==> config.mk <==
export PLATFORM = sky130hd
export DESIGN_NAME = signed_int_to_decimal_ascii_flat
export DESIGN_NICKNAME = d
export VERILOG_FILES = /design/src/sida_pkg.sv /design/src/sida_in_if.sv /design/src/sida_out_if.sv /design/src/sida_bcd_cell.sv /design/src/sida_digit_chain.sv /design/src/signed_int_to_decimal_ascii.sv /design/src/flat_wrapper.sv
export SDC_FILE = /design/constraint.sdc
export NUM_CORES = 1
export LEC_CHECK = 0
export BUFFER_PORTS_ARGS = -buffer_cell sky130_fd_sc_hd__clkbuf_2
export CAP_MARGIN = 20
export CELL_PAD_IN_SITES_DETAIL_PLACEMENT = 0
export CELL_PAD_IN_SITES_GLOBAL_PLACEMENT = 1
export CORE_MARGIN = 8
export CORE_UTILIZATION = 50
export CTS_BUF_LIST = sky130_fd_sc_hd__clkbuf_16
export DETAILED_ROUTE_END_ITERATION = 8
export PLACE_DENSITY_LB_ADDON = 0.1
export SETUP_SLACK_MARGIN = 0.5
export SLEW_MARGIN = 20
export SYNTH_ARGS = -nofsm -noshare
export SYNTH_HDL_FRONTEND = slang
export SYNTH_SLANG_ARGS = --single-unit
==> constraint.sdc <==
create_clock -name clk -period 6.6 [get_ports clk]
set_input_delay 0.99 -clock clk [delete_from_list [all_inputs] [get_ports clk]]
set_output_delay 0.99 -clock clk [all_outputs]
set_load 0.03 [all_outputs]
==> src/sida_pkg.sv <==
package sida_pkg;

  // Decimal digits needed for a 32-bit magnitude
  localparam int NDIG  = 10;
  localparam int MAG_W = 32;
  localparam int CNT_W = $clog2(MAG_W);

  localparam logic [7:0] CHAR_MINUS = 8'h2D;
  localparam logic [7:0] CHAR_ZERO  = 8'h30;

  typedef logic [3:0] digit_t;

  // Controller sequence
  typedef enum logic [1:0] {
    ST_IDLE,
    ST_CONV,
    ST_SIZE,
    ST_EMIT
  } state_t;

  // Control broadcast to every digit cell
  typedef struct packed {
    logic clr;
    logic shift;
    logic bit_in;
  } cell_ctrl_t;

endpackage

==> src/sida_in_if.sv <==
interface sida_in_if;
  logic        valid;
  logic        ready;
  logic [31:0] value;
  logic [15:0] capacity;

  modport source (output valid, output value, output capacity, input ready);
  modport sink   (input valid, input value, input capacity, output ready);
endinterface

==> src/sida_out_if.sv <==
interface sida_out_if;
  logic       valid;
  logic       ready;
  logic [7:0] character;
  logic       last;
  logic       fits;
  logic [3:0] count;

  modport source (output valid, output character, output last, output fits,
                  output count, input ready);
  modport sink   (input valid, input character, input last, input fits,
                  input count, output ready);
endinterface

==> src/sida_bcd_cell.sv <==
module sida_bcd_cell
  import sida_pkg::*;
(
  input  logic   clk,
  input  logic   clr,
  input  logic   shift,
  input  logic   carry_in,
  output logic   carry_out,
  output digit_t digit
);

  digit_t digit_r;
  digit_t digit_nxt;
  digit_t adj;

  // add-3 correction ahead of the doubling shift
  always_comb begin
    adj       = (digit_r >= 4'd5) ? digit_r + 4'd3 : digit_r;
    carry_out = adj[3];
    digit_nxt = {adj[2:0], carry_in};
  end

  always_ff @(posedge clk) begin
    if (clr) begin
      digit_r <= '0;
    end else if (shift) begin
      digit_r <= digit_nxt;
    end
  end

  assign digit = digit_r;

endmodule

==> src/sida_digit_chain.sv <==
module sida_digit_chain
  import sida_pkg::*;
(
  input  logic                  clk,
  input  cell_ctrl_t            ctrl,
  output digit_t [NDIG-1:0]     digits
);

  logic [NDIG-1:0] carry;

  // cell 0 holds the units digit; binary bits enter there
  for (genvar i = 0; i < NDIG; i++) begin : g_cell
    logic cin;
    if (i == 0) begin : g_first
      assign cin = ctrl.bit_in;
    end else begin : g_next
      assign cin = carry[i-1];
    end

    sida_bcd_cell u_cell (
      .clk       (clk),
      .clr       (ctrl.clr),
      .shift     (ctrl.shift),
      .carry_in  (cin),
      .carry_out (carry[i]),
      .digit     (digits[i])
    );
  end

endmodule

==> src/signed_int_to_decimal_ascii.sv <==
// Signed 32-bit to decimal ASCII converter. One input beat (value, capacity)
// yields one output beat per character: '-' for a negative value, then the
// digits most significant first without leading zeros ("0" for zero). When
// sign plus digits do not fit in capacity minus one, a single beat with
// character 0, fits 0 and count 0 is sent instead. The last beat carries the
// character count. Items are handled one at a time: after acceptance the
// magnitude is shifted bit by bit through a row of ten BCD digit cells,
// a sizing state then sizes the text, and one beat per cycle leaves
// when the output side is ready, N characters in all (N from 1 to 11).
// The last beat of one item can still wait in the output register while
// the next item is already accepted and converted.
module signed_int_to_decimal_ascii
  import sida_pkg::*;
(
  input  logic        clk,
  input  logic        rst_n,
  sida_in_if.sink     in_bus,
  sida_out_if.source  out_bus
);

  state_t            state_r, state_nxt;
  logic [MAG_W-1:0]  mag_r;
  logic              neg_r;
  logic [15:0]       cap_r;
  logic [CNT_W-1:0]  bit_cnt_r;
  logic [3:0]        ndig_r, len_r, pos_r;
  logic              fit_r;

  logic              out_valid_r;
  logic [7:0]        char_r;
  logic              last_r, fits_r;
  logic [3:0]        count_r;

  cell_ctrl_t        ctrl;
  digit_t [NDIG-1:0] digits;
  logic              accept, slot_free, emit;
  logic [3:0]        ndig_c, len_c, dig_idx;
  logic              emit_last;
  logic [7:0]        char_c;

  sida_digit_chain u_chain (
    .clk    (clk),
    .ctrl   (ctrl),
    .digits (digits)
  );

  assign slot_free = !out_valid_r || out_bus.ready;
  assign emit_last = !fit_r || (pos_r == len_r - 4'd1);

  // next state
  always_comb begin
    state_nxt = state_r;
    unique case (state_r)
      ST_IDLE: if (in_bus.valid) state_nxt = ST_CONV;
      ST_CONV: if (bit_cnt_r == CNT_W'(MAG_W - 1)) state_nxt = ST_SIZE;
      ST_SIZE: state_nxt = ST_EMIT;
      ST_EMIT: if (slot_free && emit_last) state_nxt = ST_IDLE;
      default: state_nxt = ST_IDLE;
    endcase
  end

  // FSM outputs
  always_comb begin
    in_bus.ready = (state_r == ST_IDLE);
    accept       = (state_r == ST_IDLE) && in_bus.valid;
    ctrl.clr     = accept;
    ctrl.shift   = (state_r == ST_CONV);
    ctrl.bit_in  = mag_r[MAG_W-1];
    emit         = (state_r == ST_EMIT) && slot_free;
  end

  // significant digit count, zero still gives one digit
  always_comb begin
    ndig_c = 4'd1;
    for (int i = 0; i < NDIG; i++) begin
      if (digits[i] != '0) ndig_c = 4'(i + 1);
    end
    len_c = ndig_c + {3'b0, neg_r};
  end

  // character for the current position
  always_comb begin
    dig_idx = ndig_r + {3'b0, neg_r} - 4'd1 - pos_r;
    if (!fit_r) begin
      char_c = '0;
    end else if (neg_r && pos_r == '0) begin
      char_c = CHAR_MINUS;
    end else begin
      char_c = CHAR_ZERO + {4'b0, digits[dig_idx]};
    end
  end

  always_ff @(posedge clk) begin
    if (!rst_n) begin
      state_r     <= ST_IDLE;
      out_valid_r <= 1'b0;
    end else begin
      state_r <= state_nxt;
      if (emit) begin
        out_valid_r <= 1'b1;
      end else if (out_bus.ready) begin
        out_valid_r <= 1'b0;
      end
    end
  end

  // datapath
  always_ff @(posedge clk) begin
    if (accept) begin
      neg_r     <= in_bus.value[MAG_W-1];
      mag_r     <= in_bus.value[MAG_W-1] ? (~in_bus.value + 32'd1) : in_bus.value;
      cap_r     <= in_bus.capacity;
      bit_cnt_r <= '0;
    end else if (state_r == ST_CONV) begin
      mag_r     <= {mag_r[MAG_W-2:0], 1'b0};
      bit_cnt_r <= bit_cnt_r + CNT_W'(1);
    end
    if (state_r == ST_SIZE) begin
      ndig_r <= ndig_c;
      len_r  <= len_c;
      fit_r  <= ({12'b0, len_c} < cap_r);
      pos_r  <= '0;
    end else if (emit) begin
      pos_r <= pos_r + 4'd1;
    end
    if (emit) begin
      char_r  <= char_c;
      last_r  <= emit_last;
      fits_r  <= fit_r;
      count_r <= (emit_last && fit_r) ? len_r : 4'd0;
    end
  end

  assign out_bus.valid     = out_valid_r;
  assign out_bus.character = char_r;
  assign out_bus.last      = last_r;
  assign out_bus.fits      = fits_r;
  assign out_bus.count     = count_r;

endmodule

==> src/flat_wrapper.sv <==
// flat-port wrapper written by rule: the top's interface ports become plain ports
module signed_int_to_decimal_ascii_flat import sida_pkg::*;
  (clk, rst_n, in_bus_valid, in_bus_value, in_bus_capacity, in_bus_ready, out_bus_valid, out_bus_character, out_bus_last, out_bus_fits, out_bus_count, out_bus_ready);
  sida_in_if in_bus_i ();
  sida_out_if out_bus_i ();
  input  logic clk;
  input  logic rst_n;
  input wire logic [$bits(in_bus_i.valid)-1:0] in_bus_valid;
  input wire logic [$bits(in_bus_i.value)-1:0] in_bus_value;
  input wire logic [$bits(in_bus_i.capacity)-1:0] in_bus_capacity;
  output wire logic [$bits(in_bus_i.ready)-1:0] in_bus_ready;
  output wire logic [$bits(out_bus_i.valid)-1:0] out_bus_valid;
  output wire logic [$bits(out_bus_i.character)-1:0] out_bus_character;
  output wire logic [$bits(out_bus_i.last)-1:0] out_bus_last;
  output wire logic [$bits(out_bus_i.fits)-1:0] out_bus_fits;
  output wire logic [$bits(out_bus_i.count)-1:0] out_bus_count;
  input wire logic [$bits(out_bus_i.ready)-1:0] out_bus_ready;
  assign in_bus_i.valid = in_bus_valid;
  assign in_bus_i.value = in_bus_value;
  assign in_bus_i.capacity = in_bus_capacity;
  assign in_bus_ready = in_bus_i.ready;
  assign out_bus_valid = out_bus_i.valid;
  assign out_bus_character = out_bus_i.character;
  assign out_bus_last = out_bus_i.last;
  assign out_bus_fits = out_bus_i.fits;
  assign out_bus_count = out_bus_i.count;
  assign out_bus_i.ready = out_bus_ready;
  signed_int_to_decimal_ascii u_core (.clk(clk), .rst_n(rst_n), .in_bus(in_bus_i), .out_bus(out_bus_i));
endmodule
==> key figures <==
Pwr
  • Worst VDD drop: 0.0001654 V
  • Pint: 1949 uW
  • Switching Share: about a third
  • Sequential power share: 39.6%
  • Clock power frac: around a third
  • LEAKAGE: between 0.003 and 0.004 uW
  • Switching pwr: around 910 uW
  • Power per cell area: 352.9 nW/um2
  • Combinational fraction of design power: roughly a quarter

Floorplanning
  • Height of the die: roughly 130 um
  • Die X: approximately 130 um
  • Row cnt: 43
  • Core ar.: between 10000 and 15000 um2
  • Initial cell density of the core: 50.71%
  • Ports: 68
  • Full die area: between 15000 and 20000 um2

Timing
  • RSZ-0062 raised after global routing: no
  • Least-Margin Pin Slew: 0.7754 ns
  • Final Cycle Share: 50.27%
  • Hold WS: 0.4993 ns
  • Hold Violations, Final: 0
  • Skew final: ~0.0077 ns
  • Minimum clock period after layout: ~3.3 ns
  • Final setup vio count: 0
  • Slew HR: a little under 50%
  • Fin. max-slew vios: 0
  • Sum Neg Setup Slack: 0 ns
  • Fmax: approximately 300 MHz

GRT
  • First-pass GRT wire length: about 24000 um
  • Total gr overflow: 0
  • Number of global-route vias before repair: between 5000 and 6000
  • Initial antenna violation count: 0
  • GRT Util Overall: about 16%
  • Largest net degree at the start of global routing: 65

Final layout
  • Share of cells above drive strength 1: around 18%
  • Fin cells: 950
  • Area growth, synth to finish: 15.80%
  • Final Util: between 50% and 60%
  • N_diodes: 0
  • Final Net Count: about 850
  • # fillers: between 1000 and 1500

Detailed routing
  • # DRC: 0
  • DRT iter0 DRCs: between 200 and 250
  • Antenna Violating Nets Remaining: 0
  • Drt pass-1 iters: 4
  • Routed vias/inst: between 5 and 6
  • Vias: 5190
  • Total wire length: 14260 um
  • Avg WL per Cell: between 15 and 20 um

Yosys
  • Top post-synthesis cells by count: nand2_1 (97), edfxtp_1 (70), dfxtp_1 (52)
  • Leading cell types by total area after synthesis: edfxtp_1 (30%), dfxtp_1 (15%), ha_1 (7.3%)
  • Asr flop ratio synth: 0%
  • EDFF count, synth: 70
  • #FFs+latches synth: roughly 120
  • Syn Inst Count: 697
  • Synth cell types: 57
  • Synthesized area: 6984 um2
  • Post-synth top flop: edfxtp_1
  • Most common cell in the netlist: nand2_1
  • Yosys top cell area share: 30.10%
  • Sequential share of the synthesized area: between 40% and 50%
  • Cell taking the most area after synthesis: edfxtp_1
  • Yosys warns: 0
  • Mean Syn Cell Area: between 10 and 15 um2

Job
  • Max capacitance violation total: 0

Placed design
  • Final GP Congestion: between 0.7 and 0.8
  • Cells after DPL: ~900
  • Number of port buffers: 65
  • Hpwl dp: 10360 um

Worst setup path
  • CP required: between 6 and 7 ns
  • Crit path DAT: between 3 and 4 ns
  • Crit Path Class: register to register
  • Critical-path maximum fanout: 5
  • Nature of the critical path endpoint: register
  • CP Launch Type: register

Run status
  • Status: finished clean

Min path
  • Min-Delay Path Class: register to register

Clocking
  • CTS Sinks: around 120
  • CTS tree: done
  • CTS buffer count: 17
  • Post-CTS Setup Bufs: 0
  • Worst-skew pair later-pin latency: 0.42 ns
  • H-tree levels: 4
  • Post-cts resize count: 0
  • CTS Buffer Depth: 2
  • Hold Buf Count CTS: 0
  • Clock Tree Root: clkbuf_16
  • Clk pin slew, worst setup/hold paths: about 0.05 ns
==> metal layers <==
metal | share of wire [%] | wire length (um) | GRT usage, % | up-vias
li1 | - | - | - | 2598
met1 | 44 | 6332 | 19.00 | 2478
met2 | 50 | 7141 | 28.54 | 89
met3 | 3.4 | 484 | 3.889 | 25
met4 | 2.1 | 300 | 7.236 | 0
met5 | 0 | 0 | 0 | -
==> layout make-up <==
cell class / count / area, um2 / area share [%]
Tap cell: 180 / 225.2 / 2.785
Sequential cell: 122 / 3143 / 38.86
Clock inverter: 15 / 201.4 / 2.491
Clock buffer: 17 / 425.4 / 5.260
Inverter: 42 / 157.7 / 1.949
Timing Repair Buffer: 70 / 375.4 / 4.641
Multi-Input combinational cell: 504 / 3560 / 44.01
==> registers in the layout (all words and copies together) (netlist names) <==
name                                count
u_core.out_bus.character                6
u_core.out_bus.last                     1
u_core.neg_r                            1
u_core.state_r                          2
u_core.out_bus.count                    4
u_core.len_r                            4
u_core.mag_r                           32
u_core.u_chain.g_cell.u_cell.digit     40
u_core.out_bus.fits                     1
u_core.cap_r                           16
u_core.bit_cnt_r                        5
u_core.ndig_r                           4
u_core.fit_r                            1
u_core.out_bus.valid                    1
u_core.pos_r                            4
==> power by group through the flow <==
stage / clock network [uW] / registers [uW] / logic (uW)
floorplan: 0 / 1140 / 568
global placement: 0 / 1140 / 732
detailed placement: 0 / 1150 / 750
CTS: 990 / 1130 / 757
global route: 1020 / 1150 / 843
finish: 971 / 1130 / 752
==> final timing paths <==
kind                            slack (ns)  cells after the start                                                     to                                                  start
worst max-delay path                  3.28                     14                                 u_core.fit_r$_DFFE_PP_  u_core.u_chain.g_cell[1].u_cell.digit[0]$_SDFFE_PP0P_
worst min-delay path                  0.50                      2  u_core.u_chain.g_cell[0].u_cell.digit[0]$_SDFFE_PP0P_                             u_core.mag_r[31]$_DFFE_PP_
worst max register to register        3.28                     14                                 u_core.fit_r$_DFFE_PP_  u_core.u_chain.g_cell[1].u_cell.digit[0]$_SDFFE_PP0P_
worst min register to register        0.50                      2  u_core.u_chain.g_cell[0].u_cell.digit[0]$_SDFFE_PP0P_                             u_core.mag_r[31]$_DFFE_PP_
==> cells by family after synthesis <==
logic type      after synthesis  synth area share [%]
simple gates                212                 14.73
compound gates              152                 14.19
flops                       122                 45.00
buf+inv                      72                 4.156
xor+xnor                     63                 7.900
fa+ha+maj                    43                 7.918
mux                          32                 6.055
other cells                   1               0.05369
==> cell usage in the layout, fill, tap and decap left out, drive strengths merged, types with 34 or more instances in the layout <==
cell and count:
nand2 97, clkbuf 82, edfxtp 70, o21ai 61
dfxtp 52, inv 44, ha 41, a21oi 39
xor2 34, nor2 34
==> metrics by stage <==
stage                     cell area (um2)  setup slack (ns)  total power (uW)
after floorplan                      6988             3.701              1707
after global placement               7441             3.398              1872
after detailed placement             7441             3.307              1897
after CTS                            8068             3.278              2880
after global routing                 8088             3.127              3016
final                                8088             3.282              2854
==> critical path, stage by stage, from the launching register on <==
cell and delay (ns):
dfxtp_1 0.39, inv_1 0.10, ha_1 0.24, nor3b_1 0.16, o311ai_0 0.40, a31oi_1 0.14, o21ai_0 0.16, a21boi_0 0.16
ha_1 0.29, ha_1 0.32, ha_1 0.30, a21o_1 0.15, a21oi_1 0.13, nor2b_1 0.06, o2111ai_1 0.16
Power figures use the tool's default switching activity.
